==> src/hw/rtl/decimal_seven_segment_frame_writer_core_macros.svh <==
// Assertion macros used by the frame writer core.
`ifndef DECIMAL_SEVEN_SEGMENT_FRAME_WRITER_CORE_MACROS_SVH
`define DECIMAL_SEVEN_SEGMENT_FRAME_WRITER_CORE_MACROS_SVH

`ifndef SYNTH
`define DSSFW_ASSERT(lbl, clk, rst_n, prop) \
  lbl: assert property (@(posedge clk) disable iff (!rst_n) prop) \
    else $error("frame writer check failed");
`define DSSFW_ASSERT_NEVER(lbl, clk, rst_n, prop) \
  lbl: assert property (@(posedge clk) disable iff (!rst_n) !(prop)) \
    else $error("frame writer forbidden condition seen");
`else
`define DSSFW_ASSERT(lbl, clk, rst_n, prop)
`define DSSFW_ASSERT_NEVER(lbl, clk, rst_n, prop)
`endif

`endif

==> src/hw/rtl/dssfw_pkg.sv <==
package dssfw_pkg;

  localparam int unsigned QUEUE_DEPTH = 8;

  localparam int unsigned NUM_DIGITS = 4;
  localparam logic [2:0]  MAX_COUNT  = 3'd4;

  // Reciprocal of 1000 that is exact for every 16-bit dividend.
  localparam logic [16:0] DIV1000_MUL   = 17'd67109;
  localparam int unsigned DIV1000_SHIFT = 26;

  localparam logic [1:0] CFG_BRIGHTNESS  = 2'd0;
  localparam logic [1:0] CFG_DATA_CMD    = 2'd1;
  localparam logic [1:0] CFG_ADDRESS_CMD = 2'd2;
  localparam logic [1:0] CFG_DISPLAY_CMD = 2'd3;

  localparam logic [7:0] SEG_ZERO = 8'h3F;
  localparam logic [7:0] SEG_BLANK = 8'h00;

  typedef struct packed {
    logic [3:0] brightness;
    logic [7:0] data_cmd;
    logic [7:0] address_cmd;
    logic [7:0] display_cmd;
  } cfg_t;

  typedef struct packed {
    logic [NUM_DIGITS-1:0][7:0] segs;
    logic [2:0]                 count;
    logic [1:0]                 pos;
  } digit_word_t;

  typedef enum logic [1:0] {
    BK_DATA,
    BK_ADDR,
    BK_DIGIT,
    BK_DISP
  } back_state_e;

  function automatic logic [7:0] seg_glyph(input logic [3:0] digit);
    logic [7:0] glyph;
    unique case (digit)
      4'h0: glyph = 8'h3F;
      4'h1: glyph = 8'h06;
      4'h2: glyph = 8'h5B;
      4'h3: glyph = 8'h4F;
      4'h4: glyph = 8'h66;
      4'h5: glyph = 8'h6D;
      4'h6: glyph = 8'h7D;
      4'h7: glyph = 8'h07;
      4'h8: glyph = 8'h7F;
      4'h9: glyph = 8'h6F;
      4'hA: glyph = 8'h77;
      4'hB: glyph = 8'h7C;
      4'hC: glyph = 8'h39;
      4'hD: glyph = 8'h5E;
      4'hE: glyph = 8'h79;
      4'hF: glyph = 8'h71;
    endcase
    return glyph;
  endfunction

endpackage

==> src/hw/rtl/dssfw_front.sv <==
module dssfw_front #(
  parameter int unsigned QueueDepth = dssfw_pkg::QUEUE_DEPTH,
  localparam int unsigned CreditW = $clog2(QueueDepth + 1)
) (
  input  logic                      clk_i,
  input  logic                      rst_ni,
  input  logic                      start,
  output logic                      busy,
  input  logic [15:0]               number_i,
  input  logic                      show_leading_zeros_i,
  input  logic [2:0]                digit_count_i,
  input  logic [1:0]                first_position_i,
  input  logic                      pop_i,
  output logic                      push_o,
  output dssfw_pkg::digit_word_t    push_word_o,
  output logic [CreditW-1:0]        credit_o
);

  logic               accept;
  logic [32:0]        quo_prod;
  logic [2:0]         count_sat;
  logic [CreditW-1:0] credit_q, credit_d;

  logic       a_valid_q;
  logic [15:0] a_num_q;
  logic [6:0] a_quo_q;
  logic       a_show_q;
  logic [2:0] a_count_q;
  logic [1:0] a_pos_q;

  logic [15:0] b_thou;
  logic [15:0] b_rem_full;
  logic       b_valid_q;
  logic [9:0] b_rem_q;
  logic [6:0] b_quo_q;
  logic       b_show_q;
  logic [2:0] b_count_q;
  logic [1:0] b_pos_q;

  logic [3:0] c_hund;
  logic [9:0] c_rem2_full;
  logic       c_valid_q;
  logic [3:0] c_hund_q;
  logic [6:0] c_rem2_q;
  logic [6:0] c_quo_q;
  logic       c_show_q;
  logic [2:0] c_count_q;
  logic [1:0] c_pos_q;

  logic [3:0] d_tens;
  logic [6:0] d_units_full;
  logic [dssfw_pkg::NUM_DIGITS-1:0][3:0] d_digit;
  logic [dssfw_pkg::NUM_DIGITS-1:0]      d_nonzero;
  logic [dssfw_pkg::NUM_DIGITS-1:0][7:0] d_segs;

  assign accept    = start && !busy;
  assign busy      = (credit_q == CreditW'(QueueDepth));
  assign credit_o  = credit_q;
  assign quo_prod  = {17'd0, number_i} * {16'd0, dssfw_pkg::DIV1000_MUL};
  assign count_sat = (digit_count_i > dssfw_pkg::MAX_COUNT) ? dssfw_pkg::MAX_COUNT
                                                            : digit_count_i;

  always_comb begin
    credit_d = credit_q;
    if (accept && !pop_i) begin
      credit_d = credit_q + CreditW'(1);
    end else if (!accept && pop_i) begin
      credit_d = credit_q - CreditW'(1);
    end
  end

  always_ff @(posedge clk_i or negedge rst_ni) begin
    if (!rst_ni) begin
      credit_q  <= '0;
      a_valid_q <= 1'b0;
      b_valid_q <= 1'b0;
      c_valid_q <= 1'b0;
    end else begin
      credit_q  <= credit_d;
      a_valid_q <= accept;
      b_valid_q <= a_valid_q;
      c_valid_q <= b_valid_q;
    end
  end

  // The thousands quotient may exceed nine; it is kept whole for blanking.
  always_ff @(posedge clk_i) begin
    if (accept) begin
      a_num_q   <= number_i;
      a_quo_q   <= quo_prod[dssfw_pkg::DIV1000_SHIFT +: 7];
      a_show_q  <= show_leading_zeros_i;
      a_count_q <= count_sat;
      a_pos_q   <= first_position_i;
    end
  end

  assign b_thou     = {9'd0, a_quo_q} * 16'd1000;
  assign b_rem_full = a_num_q - b_thou;

  always_ff @(posedge clk_i) begin
    b_rem_q   <= b_rem_full[9:0];
    b_quo_q   <= a_quo_q;
    b_show_q  <= a_show_q;
    b_count_q <= a_count_q;
    b_pos_q   <= a_pos_q;
  end

  always_comb begin
    c_hund = 4'd0;
    for (int k = 1; k < 10; k++) begin
      if (b_rem_q >= 10'(k * 100)) begin
        c_hund = 4'(k);
      end
    end
  end

  assign c_rem2_full = b_rem_q - ({6'd0, c_hund} * 10'd100);

  always_ff @(posedge clk_i) begin
    c_hund_q  <= c_hund;
    c_rem2_q  <= c_rem2_full[6:0];
    c_quo_q   <= b_quo_q;
    c_show_q  <= b_show_q;
    c_count_q <= b_count_q;
    c_pos_q   <= b_pos_q;
  end

  always_comb begin
    d_tens = 4'd0;
    for (int k = 1; k < 10; k++) begin
      if (c_rem2_q >= 7'(k * 10)) begin
        d_tens = 4'(k);
      end
    end
  end

  assign d_units_full = c_rem2_q - ({3'd0, d_tens} * 7'd10);

  always_comb begin
    logic leading;
    leading      = 1'b1;
    d_digit[0]   = c_quo_q[3:0];
    d_digit[1]   = c_hund_q;
    d_digit[2]   = d_tens;
    d_digit[3]   = d_units_full[3:0];
    d_nonzero[0] = (c_quo_q != 7'd0);
    d_nonzero[1] = (c_hund_q != 4'd0);
    d_nonzero[2] = (d_tens != 4'd0);
    d_nonzero[3] = (d_units_full[3:0] != 4'd0);
    for (int i = 0; i < dssfw_pkg::NUM_DIGITS; i++) begin
      if (d_nonzero[i]) begin
        d_segs[i] = dssfw_pkg::seg_glyph(d_digit[i]);
        leading   = 1'b0;
      end else if (c_show_q || !leading || (i == dssfw_pkg::NUM_DIGITS - 1)) begin
        d_segs[i] = dssfw_pkg::SEG_ZERO;
      end else begin
        d_segs[i] = dssfw_pkg::SEG_BLANK;
      end
    end
  end

  assign push_o            = c_valid_q;
  assign push_word_o.segs  = d_segs;
  assign push_word_o.count = c_count_q;
  assign push_word_o.pos   = c_pos_q;

endmodule

==> src/hw/rtl/dssfw_queue.sv <==
module dssfw_queue #(
  parameter int unsigned QueueDepth = dssfw_pkg::QUEUE_DEPTH,
  localparam int unsigned AddrW = $clog2(QueueDepth),
  localparam int unsigned CountW = $clog2(QueueDepth + 1)
) (
  input  logic                   clk_i,
  input  logic                   rst_ni,
  input  logic                   push_i,
  input  dssfw_pkg::digit_word_t push_word_i,
  input  logic                   pop_i,
  output logic                   not_empty_o,
  output dssfw_pkg::digit_word_t head_word_o
);

  dssfw_pkg::digit_word_t entry_q [QueueDepth];
  logic [AddrW-1:0]  wr_ptr_q, wr_ptr_d;
  logic [AddrW-1:0]  rd_ptr_q, rd_ptr_d;
  logic [CountW-1:0] fill_q, fill_d;

  assign not_empty_o = (fill_q != '0);
  assign head_word_o = entry_q[rd_ptr_q];

  always_comb begin
    wr_ptr_d = wr_ptr_q;
    rd_ptr_d = rd_ptr_q;
    fill_d   = fill_q;
    if (push_i) begin
      wr_ptr_d = (wr_ptr_q == AddrW'(QueueDepth - 1)) ? '0 : wr_ptr_q + AddrW'(1);
    end
    if (pop_i) begin
      rd_ptr_d = (rd_ptr_q == AddrW'(QueueDepth - 1)) ? '0 : rd_ptr_q + AddrW'(1);
    end
    if (push_i && !pop_i) begin
      fill_d = fill_q + CountW'(1);
    end else if (!push_i && pop_i) begin
      fill_d = fill_q - CountW'(1);
    end
  end

  always_ff @(posedge clk_i or negedge rst_ni) begin
    if (!rst_ni) begin
      wr_ptr_q <= '0;
      rd_ptr_q <= '0;
      fill_q   <= '0;
    end else begin
      wr_ptr_q <= wr_ptr_d;
      rd_ptr_q <= rd_ptr_d;
      fill_q   <= fill_d;
    end
  end

  always_ff @(posedge clk_i) begin
    if (push_i) begin
      entry_q[wr_ptr_q] <= push_word_i;
    end
  end

endmodule

==> src/hw/rtl/dssfw_back.sv <==
module dssfw_back (
  input  logic                   clk_i,
  input  logic                   rst_ni,
  input  dssfw_pkg::cfg_t        cfg_i,
  input  logic                   not_empty_i,
  input  dssfw_pkg::digit_word_t word_i,
  output logic                   pop_o,
  output logic                   strobe,
  output logic [7:0]             bus_byte_o,
  output logic                   open_frame_o,
  output logic                   close_frame_o,
  output logic                   last_o
);

  dssfw_pkg::back_state_e state_q, state_d;
  logic [1:0] idx_q, idx_d;
  logic [2:0] first_idx;

  logic       emit;
  logic [7:0] byte_d;
  logic       open_d;
  logic       close_d;
  logic       last_d;

  logic       strobe_q;
  logic [7:0] byte_q;
  logic       open_q;
  logic       close_q;
  logic       last_q;

  assign first_idx = dssfw_pkg::MAX_COUNT - word_i.count;

  always_comb begin
    state_d = state_q;
    idx_d   = idx_q;
    unique case (state_q)
      dssfw_pkg::BK_DATA: begin
        if (not_empty_i) begin
          state_d = dssfw_pkg::BK_ADDR;
        end
      end
      dssfw_pkg::BK_ADDR: begin
        idx_d = first_idx[1:0];
        if (word_i.count == 3'd0) begin
          state_d = dssfw_pkg::BK_DISP;
        end else begin
          state_d = dssfw_pkg::BK_DIGIT;
        end
      end
      dssfw_pkg::BK_DIGIT: begin
        idx_d = idx_q + 2'd1;
        if (idx_q == 2'd3) begin
          state_d = dssfw_pkg::BK_DISP;
        end
      end
      dssfw_pkg::BK_DISP: begin
        state_d = dssfw_pkg::BK_DATA;
      end
    endcase
  end

  always_comb begin
    emit    = 1'b0;
    pop_o   = 1'b0;
    byte_d  = cfg_i.data_cmd;
    open_d  = 1'b1;
    close_d = 1'b1;
    last_d  = 1'b0;
    unique case (state_q)
      dssfw_pkg::BK_DATA: begin
        emit = not_empty_i;
      end
      dssfw_pkg::BK_ADDR: begin
        emit    = 1'b1;
        byte_d  = cfg_i.address_cmd + {6'd0, word_i.pos};
        close_d = (word_i.count == 3'd0);
      end
      dssfw_pkg::BK_DIGIT: begin
        emit    = 1'b1;
        byte_d  = word_i.segs[idx_q];
        open_d  = 1'b0;
        close_d = (idx_q == 2'd3);
      end
      dssfw_pkg::BK_DISP: begin
        emit   = 1'b1;
        pop_o  = 1'b1;
        byte_d = cfg_i.display_cmd + {4'd0, cfg_i.brightness};
        last_d = 1'b1;
      end
    endcase
  end

  always_ff @(posedge clk_i or negedge rst_ni) begin
    if (!rst_ni) begin
      state_q  <= dssfw_pkg::BK_DATA;
      idx_q    <= '0;
      strobe_q <= 1'b0;
    end else begin
      state_q  <= state_d;
      idx_q    <= idx_d;
      strobe_q <= emit;
    end
  end

  always_ff @(posedge clk_i) begin
    byte_q  <= byte_d;
    open_q  <= open_d;
    close_q <= close_d;
    last_q  <= last_d;
  end

  assign strobe        = strobe_q;
  assign bus_byte_o    = byte_q;
  assign open_frame_o  = open_q;
  assign close_frame_o = close_q;
  assign last_o        = last_q;

endmodule

==> src/hw/rtl/decimal_seven_segment_frame_writer_core.sv <==
// Channel  | Direction | Handshake                       | Payload
// request  | in        | start high while busy low       | number, flags, count, position
// config   | in        | wr_en_i high                    | wr_index_i, wr_data_i
// bus      | out       | strobe high for one cycle       | bus_byte, frame marks, last
//
// Each word yields 3 + digit_count bytes, with digit_count capped at 4, so 3 to 7 bytes per word.
// A word passes the digit pipeline, the word queue and the output register before its first byte appears.
// Words that follow each other are emitted with no gap between them when the next word is already queued.
// Busy rises only when the digit pipeline and the word queue together hold QueueDepth words.
// Reset is asynchronous and empties the pipeline, the queue and the output strobe.
// The receiver cannot stall; every byte is shown for exactly one cycle.
`include "decimal_seven_segment_frame_writer_core_macros.svh"

module decimal_seven_segment_frame_writer_core #(
  parameter int unsigned QueueDepth = dssfw_pkg::QUEUE_DEPTH
) (
  input  logic        clk_i,
  input  logic        rst_ni,
  input  logic        start,
  output logic        busy,
  input  logic [15:0] number_i,
  input  logic        show_leading_zeros_i,
  input  logic [2:0]  digit_count_i,
  input  logic [1:0]  first_position_i,
  input  logic        wr_en_i,
  input  logic [1:0]  wr_index_i,
  input  logic [7:0]  wr_data_i,
  output logic        strobe,
  output logic [7:0]  bus_byte_o,
  output logic        open_frame_o,
  output logic        close_frame_o,
  output logic        last_o
);

  localparam int unsigned CreditW = $clog2(QueueDepth + 1);

  dssfw_pkg::cfg_t        cfg_q, cfg_d;
  dssfw_pkg::digit_word_t push_word;
  dssfw_pkg::digit_word_t head_word;
  logic                   push;
  logic                   pop;
  logic                   not_empty;
  logic [CreditW-1:0]     credit;

  always_comb begin
    cfg_d = cfg_q;
    if (wr_en_i) begin
      unique case (wr_index_i)
        dssfw_pkg::CFG_BRIGHTNESS:  cfg_d.brightness  = wr_data_i[3:0];
        dssfw_pkg::CFG_DATA_CMD:    cfg_d.data_cmd    = wr_data_i;
        dssfw_pkg::CFG_ADDRESS_CMD: cfg_d.address_cmd = wr_data_i;
        dssfw_pkg::CFG_DISPLAY_CMD: cfg_d.display_cmd = wr_data_i;
      endcase
    end
  end

  always_ff @(posedge clk_i or negedge rst_ni) begin
    if (!rst_ni) begin
      cfg_q.brightness  <= 4'd0;
      cfg_q.data_cmd    <= 8'h40;
      cfg_q.address_cmd <= 8'hC0;
      cfg_q.display_cmd <= 8'h80;
    end else begin
      cfg_q <= cfg_d;
    end
  end

  dssfw_front #(
    .QueueDepth(QueueDepth)
  ) u_front (
    .clk_i               (clk_i),
    .rst_ni              (rst_ni),
    .start               (start),
    .busy                (busy),
    .number_i            (number_i),
    .show_leading_zeros_i(show_leading_zeros_i),
    .digit_count_i       (digit_count_i),
    .first_position_i    (first_position_i),
    .pop_i               (pop),
    .push_o              (push),
    .push_word_o         (push_word),
    .credit_o            (credit)
  );

  dssfw_queue #(
    .QueueDepth(QueueDepth)
  ) u_queue (
    .clk_i      (clk_i),
    .rst_ni     (rst_ni),
    .push_i     (push),
    .push_word_i(push_word),
    .pop_i      (pop),
    .not_empty_o(not_empty),
    .head_word_o(head_word)
  );

  dssfw_back u_back (
    .clk_i        (clk_i),
    .rst_ni       (rst_ni),
    .cfg_i        (cfg_q),
    .not_empty_i  (not_empty),
    .word_i       (head_word),
    .pop_o        (pop),
    .strobe       (strobe),
    .bus_byte_o   (bus_byte_o),
    .open_frame_o (open_frame_o),
    .close_frame_o(close_frame_o),
    .last_o       (last_o)
  );

  `DSSFW_ASSERT(a_credit_bound, clk_i, rst_ni, credit <= CreditW'(QueueDepth))
  `DSSFW_ASSERT(a_strobe_needs_word, clk_i, rst_ni, strobe |-> ($past(credit) != '0))
  `DSSFW_ASSERT_NEVER(a_pop_when_empty, clk_i, rst_ni, pop && !not_empty)
  `DSSFW_ASSERT(a_last_is_framed, clk_i, rst_ni, (strobe && last_o) |-> (open_frame_o && close_frame_o))

endmodule

==> config.mk <==
export PLATFORM = sky130hd
export DESIGN_NAME = decimal_seven_segment_frame_writer_core
export DESIGN_NICKNAME = d
export VERILOG_FILES = /design/src/hw/rtl/dssfw_pkg.sv /design/src/hw/rtl/dssfw_front.sv /design/src/hw/rtl/dssfw_queue.sv /design/src/hw/rtl/dssfw_back.sv /design/src/hw/rtl/decimal_seven_segment_frame_writer_core.sv
export VERILOG_INCLUDE_DIRS = /design/src /design/src/hw/rtl
export SDC_FILE = /design/constraint.sdc
export NUM_CORES = 1
export LEC_CHECK = 0
export ABC_AREA = 1
export BUFFER_PORTS_ARGS = -buffer_cell sky130_fd_sc_hd__buf_2
export CORE_ASPECT_RATIO = 1.5
export CORE_MARGIN = 3
export CORE_UTILIZATION = 55
export DETAILED_ROUTE_END_ITERATION = 10
export PLACE_DENSITY_LB_ADDON = 0.25
export SYNTH_ARGS = -nofsm -noshare
export SYNTH_HDL_FRONTEND = slang
export SYNTH_SLANG_ARGS = --single-unit
==> constraint.sdc <==
create_clock -name clk_i -period 9.9 [get_ports clk_i]
set_input_delay 0.495 -clock clk_i [delete_from_list [all_inputs] [get_ports clk_i]]
set_output_delay 0.495 -clock clk_i [all_outputs]
set_load 0.01 [all_outputs]
Word-level counts from Yosys, hierarchy flattened
Memory sizes are Yosys's and may differ from the RTL's. A register that Yosys moved wholly into a read port is not among the register bits.
Cells that the tools add are included.

cells by class
  add/subtract/negate cells = 13
  $mul = 4
  div/mod/pow operators = 0
  magnitude comparators = 20
  equality and inequality tests = 12
  shifts and indexed selects = 0
  mux-type cells = 47
  bitwise gates (word level) = 0
  reductions and logical operators = 29

operators by type and width
  kind                                                  number
  >= comparator 10 bit, second input constant           4
  2-to-1 mux 8 bit                                      5
  multiplier 16 x 17 -> 33 bit, second input constant   1
  2-to-1 mux 4 bit                                      8
  >= comparator 10 x 9 -> 1 bit, second input constant  3
  2-to-1 mux 3 bit                                      10
  one-hot mux 8 bit (3 select lines)                    1
  >= comparator 7 x 6 -> 1 bit, second input constant   3
  >= comparator 7 bit, second input constant            3
  2-to-1 mux 6 bit                                      3
  binary-select mux 8 bit (select 2 bit)                1
  nonzero test 4 bit                                    4
  >= comparator 7 x 5 -> 1 bit, second input constant   2
  2-to-1 mux 2 bit                                      6
  equality test 2 bit, second input constant            5
  >= comparator 10 x 7 -> 1 bit, second input constant  1
  >= comparator 10 x 8 -> 1 bit, second input constant  1
  AND reduction 2 bit                                   5
  subtractor 10 bit                                     1
  2-to-1 mux 1 bit                                      9
  adder 4 x 1 -> 4 bit, second input constant           2
  adder 8 x 2 -> 8 bit                                  1
  adder 8 x 4 -> 8 bit                                  1
  one-hot mux 2 bit (4 select lines)                    1
  other kinds (27)                                      44

word-level totals
  register bits = 131
  latch bits = 0
  RAM bits = 296
  memory bits (read-only) = 448
  input port bits = 36
  memories = 5

memories
  name             depth  bits a word  rd ports  clocked after Yosys merged registers in  wr ports  RTL line           RTL
  u_queue.entry_q  8      37           1         0                                        1         dssfw_queue.sv:15  dssfw_pkg::digit_word_t entry_q [QueueDepth];
  (no name shown)  16     7            1         1                                        0         dssfw_pkg.sv:42    unique case (digit)
  (no name shown)  16     7            1         1                                        0         dssfw_pkg.sv:42
  (no name shown)  16     7            1         0                                        0         dssfw_pkg.sv:42
  (no name shown)  16     7            1         0                                        0         dssfw_pkg.sv:42

Logic depth before layout (Yosys ltp)
  depth after elaboration = 14
  mapped depth = 22
  mapped depth without buffers = 22

Cells and area by module
From an unflattened synthesis, not the netlist that was laid out.

unflattened totals
  cell total of the unflattened synthesis = 2310
  area total of the unflattened synthesis = 22871.9 µm²

by module, submodules not included
  module                                   times used  cells each  area each (µm²)  seq. area each (µm²)
  dssfw_queue                              1           1064        12356.9          9138.8
  dssfw_front                              1           901         7953.9           2087.0
  dssfw_back                               1           219         1393.8           345.3
  decimal_seven_segment_frame_writer_core  1           126         1167.4           705.7

Worst setup path after synthesis
Ideal clock, no wire load.

  path type = in2reg
  start point = input number_i[13]
  end point = register u_front.a_quo_q[5], data pin
  setup time = 0.252 ns
  arrival time = 4.225 ns
  data required time = 9.648 ns
  setup slack = 5.423 ns
  stages on the path = 20
  path through = ha_1 > fa_1 > fa_1 > inv_1 > fa_1 > inv_1 > fa_1 > ha_1 > ha_1 > nand2_1 > nand2_1 > a21oi_1 > a21boi_0 > o21ai_0 > nand2_1 > nand3_1 > nand2_1 > nand2_1 > nand2_1 > nand2_1

between the ends
  cells in the longest elaborated chain, start to end = 1

ends and longest elaborated chain
  what                            RTL line                                       RTL
  start: declaration              decimal_seven_segment_frame_writer_core.sv:21  input logic [15:0] number_i,
  multiplier 16 x 17 -> 33 bit    dssfw_front.sv:59                              assign quo_prod = {17'd0, number_i} * {16'd0, dssfw_pkg::DIV1000_MUL};
  named net u_front.quo_prod[31]  dssfw_front.sv:20                              logic [32:0] quo_prod;
  end signal: assignment          dssfw_front.sv:90                              a_quo_q <= quo_prod[dssfw_pkg::DIV1000_SHIFT +: 7];
  end: declaration                dssfw_front.sv:26                              logic [6:0] a_quo_q;

The timed path passes the listed nets, and every way through them passes these cells.
A chain may end at the register's enable or synchronous reset.

Final worst setup path
  start point = input number_i[15]
  end point = register u_front.a_quo_q[5], data pin

Same word-level chain as after synthesis.

==> impl_metrics.ini <==
[status]
run_status = completed

[synth]
syn_area_um2 = 20750
number_of_synthesized_flops_with_an_enable_pin = 287
main_synth_ff_type = sky130_fd_sc_hd__edfxtp_1
syn-instance-count = 1916
top_cell_type_s_share_of_synthesized_area_pct = 41.53
synth.most_common_cell = sky130_fd_sc_hd__edfxtp_1
post_synth.cell_area_avg_um2 = 10.83
ys_seq_area_share_pct = 54.53
synth_commonest_cells = 287 x sky130_fd_sc_hd__edfxtp_1, 237 x sky130_fd_sc_hd__nor2_1, 224 x sky130_fd_sc_hd__nand2_1
syn_nets = 2200
yosys_register_bits = 409
synth.lib_cells_used.distinct = 52
top_cell_type_by_total_area_after_synthesis = sky130_fd_sc_hd__edfxtp_1
asyncSetResetFlopFracSynth_pct = 12.22
synth_top_cells_by_area = sky130_fd_sc_hd__edfxtp_1 42%, sky130_fd_sc_hd__ha_1 12%, sky130_fd_sc_hd__dfxtp_1 6.9%
yosysWarningCount = 0

[sta]
holdWs_ns = 0.06558
final.min_clock_period_ns = 4.376
timing.clock.skew_ns = 0.01687
maxSlewHeadroom_pct = 40.64
setup_viol = 0
final_min_period_over_clock_period_pct = 44.20
finalSetupTns_ns = 0
timing_max_transition_violations_final = 0
fmax_mhz = 228.5
grt_setup_unrepaired = no
hold_viol = 0
tightest_slew_ns = 0.8894

[clock_tree]
postCtsSetupBuffers = 0
postCtsResizedCells = 0
h-tree-depth = 2
cts_hold_buffers = 0
clk_pin_slew_worst_paths_ns = 0.07
clock_tree.root_cell = sky130_fd_sc_hd__clkbuf_16
tritoncts = built
cts-buffers-inserted = 38
number_of_buffers_between_clock_root_and_the_deepest_sink = 3
cts_num_sinks = 409
worst_skew_pair.late_latency_ns = 0.54

[die]
num_io_pins = 49
die_area_um2 = 40140
floorplan.die.height_um = 243.9
initial_utilization_pct = 56.06
core_um2 = 37020
die_x_um = 164.6
floorplan.rows = 86

[place]
placed_cells = 2403
gpl.final_weighted_congestion = 0.8617
postPlaceCellArea_um2 = 21540
io_buffer_count = 48
detailedPlacementHpwl_um = 30570

[global_routing]
grt_remaining_overflow = 0
grt_pass1_vias = 14440
grt_antenna_before_repair = 0
global_route.usage.total_pct = 23.16
grt_max_degree = 72
global_route_wire_length_before_repair_um = 73260

[setup_path]
crit_type = in -> reg
endpoint_kind = flip-flop
critPathMostFrequentCell = sky130_fd_sc_hd__nand2_1
startpoint_type = input port
path_delay_family = adder cells
critical-path-max-stage-delay_ns = 0.53
wp_data_arrival_ns = 4.67
timing.critical_path.cells = buf_2, ha_1, fa_1, fa_1, inv_1, fa_1, inv_1, fa_1, ha_1, ha_1, nand2_1, nand2_1, a21oi_1, a21boi_0, o21ai_0, nand2_1, nand3_1, nand2_1, nand2_1, nand2_1, nand2_1
crit_path_max_fanout = 7
cp_data_required_time_ns = 10.20
crit_slowest_cell = sky130_fd_sc_hd__fa_1
cp_num_buf_inv = 3

[power_and_ir_drop]
power.density_nw_per_um2 = 352.2
total_leakage_power_nw = 9.483
max-vdd-ir-drop_mv = 0.1825

[job]
maxCapViolCount = 0

[route]
antenna_violating_nets_post_route = 0
detailedRoute.firstIterationViolations = 1066
drcViolationCount = 0
initial_drt_pass_iterations = 7
total_via_count_in_the_routed_design = 14170
detail_route.vias_per_cell = 5.733
routed_wire_length_per_instance_um = 18.59
totalWireLength_um = 45960

[layout]
layout.filler_cells = 2971
layoutNonFillerInstCount = 2472
antenna-diode-count = 0
layout.cell_area.non_filler_um2 = 22790
syn2layout_area_growth_pct = 9.840
post_route_cells_drive_above_1_share_pct = 8.602
finalNetCount = 2243

[min_path]
timing.hold.worst.class = in -> async
[final timing paths]
check                      cells after the start           startpoint                   end  slack (ns)
max                                           21         number_i[15]    u_front.a_quo_q[5]        5.52
min                                            2               rst_ni   u_queue.rd_ptr_q[2]        0.07
max reg2reg                                   15  u_queue.rd_ptr_q[0]  u_back.bus_byte_o[6]        5.74
min reg2reg                                    0   u_front.b_pos_q[0]    u_front.c_pos_q[0]        0.33
max in group asynchronous                      2               rst_ni   u_queue.rd_ptr_q[0]        9.36
min in group clk_i                             1  first_position_i[1]    u_front.a_pos_q[1]        0.14
[stage by stage]
step / setup WS (ns) / utilization (%) / total power, mW
global route: 5.295 / 61.58 / 8.615
finish: 5.524 / 61.58 / 8.028
detailed placement: 4.971 / 58.19 / 6.558
floorplan: 5.423 / - / 5.511
global placement: 5.017 / 58.19 / 6.407
CTS: 5.558 / 61.58 / 8.055
[sequential cells by signal (all words and copies together) (netlist names), 3 cells and up, named ones only]
register and count:
u_queue.entry_q 264, cfg_q 28, u_front.a_num_q 10, u_front.b_rem_q 10
u_back.bus_byte_o 8, u_front.a_quo_q 7, u_front.b_quo_q 7, u_front.c_quo_q 7
u_front.c_rem2_q 7, u_front.c_hund_q 4, u_front.credit_o 4, u_queue.fill_q 4
u_front.a_count_q 3, u_front.b_count_q 3, u_front.c_count_q 3, u_queue.rd_ptr_q 3
u_queue.wr_ptr_q 3
[layout make-up]
class,count,area [µm²],area share (%)
clock buffer,51,1041,4.567
clock inverter,18,214.0,0.9387
inverter,198,744.5,3.266
multi-input combinational,1247,8501,37.29
sequential,409,11320,49.66
tap,484,605.6,2.657
timing repair buffer,65,367.9,1.614
[layout by cell type, fill, tap and decap left out, types with 5 or more instances in the layout]
master	n
sky130_fd_sc_hd__o221ai_1	55
sky130_fd_sc_hd__nand3_1	77
sky130_fd_sc_hd__ha_1	201
sky130_fd_sc_hd__nor2_4	8
sky130_fd_sc_hd__a21o_1	6
sky130_fd_sc_hd__clkinv_2	5
sky130_fd_sc_hd__clkbuf_16	39
sky130_fd_sc_hd__nor2_1	228
sky130_fd_sc_hd__xor2_1	15
sky130_fd_sc_hd__nand4_1	13
sky130_fd_sc_hd__o21ai_1	15
sky130_fd_sc_hd__fa_1	47
sky130_fd_sc_hd__or2_2	6
sky130_fd_sc_hd__o211ai_1	9
sky130_fd_sc_hd__o21ai_0	197
sky130_fd_sc_hd__buf_4	17
sky130_fd_sc_hd__a21oi_1	64
sky130_fd_sc_hd__o22ai_1	7
sky130_fd_sc_hd__edfxtp_1	287
sky130_fd_sc_hd__nand2_1	224
sky130_fd_sc_hd__buf_2	48
sky130_fd_sc_hd__inv_2	10
sky130_fd_sc_hd__nor3_1	7
sky130_fd_sc_hd__a31oi_1	12
sky130_fd_sc_hd__dfrtp_1	45
sky130_fd_sc_hd__inv_1	185
sky130_fd_sc_hd__xnor2_1	13
sky130_fd_sc_hd__nor4_1	5
sky130_fd_sc_hd__dfxtp_1	72
sky130_fd_sc_hd__clkbuf_1	10
sky130_fd_sc_hd__nand2_2	6
[worst reg2reg max path, cell delays in order, from the launching register on]
cell and delay (ns):
sky130_fd_sc_hd__dfrtp_4 0.89, sky130_fd_sc_hd__clkinv_2 0.96, sky130_fd_sc_hd__o21ai_0 0.46, sky130_fd_sc_hd__o22ai_1 0.12
sky130_fd_sc_hd__nor2_1 0.10, sky130_fd_sc_hd__a31oi_1 0.10, sky130_fd_sc_hd__ha_1 0.27, sky130_fd_sc_hd__fa_1 0.42
sky130_fd_sc_hd__nand3_1 0.15, sky130_fd_sc_hd__nor2_1 0.07, sky130_fd_sc_hd__nand2_1 0.08, sky130_fd_sc_hd__a21oi_1 0.06
sky130_fd_sc_hd__o21ai_0 0.08, sky130_fd_sc_hd__nand2_1 0.07, sky130_fd_sc_hd__a31oi_1 0.14, sky130_fd_sc_hd__a21oi_1 0.08
[power by group]
| group | leakage [nW] | switching, mW | internal, mW |
|---|---|---|---|
| logic | 5.09 | 2.44 | 1.16 |
| clock network | 0.604 | 0.626 | 0.851 |
| registers | 3.78 | 0.243 | 2.71 |
| total | 9.48 | 3.31 | 4.72 |
[cell families (layout without fill, tap and decap cells)]
group	Yosys count	count (layout)	synth area share [%]
adders and majority gates	248	248	16.65
xor gates and xnor gates	29	29	1.314
AOI/OAI and AO/OA	384	384	10.86
DFF	409	409	54.53
buffers and inverters	260	332	4.806
and+or+nand+nor	586	586	11.84
[per-layer routing]
metal | vias to the layer above | track usage [%] | share of wire (%)
met3 | 129 | 2.807 | 4.9
met4 | 0 | 11.68 | 5.1
met2 | 442 | 42.30 | 53
met5 | - | 0 | 0
met1 | 6836 | 26.21 | 37
li1 | 6764 | - | -
Power figures use the tool's default switching activity.
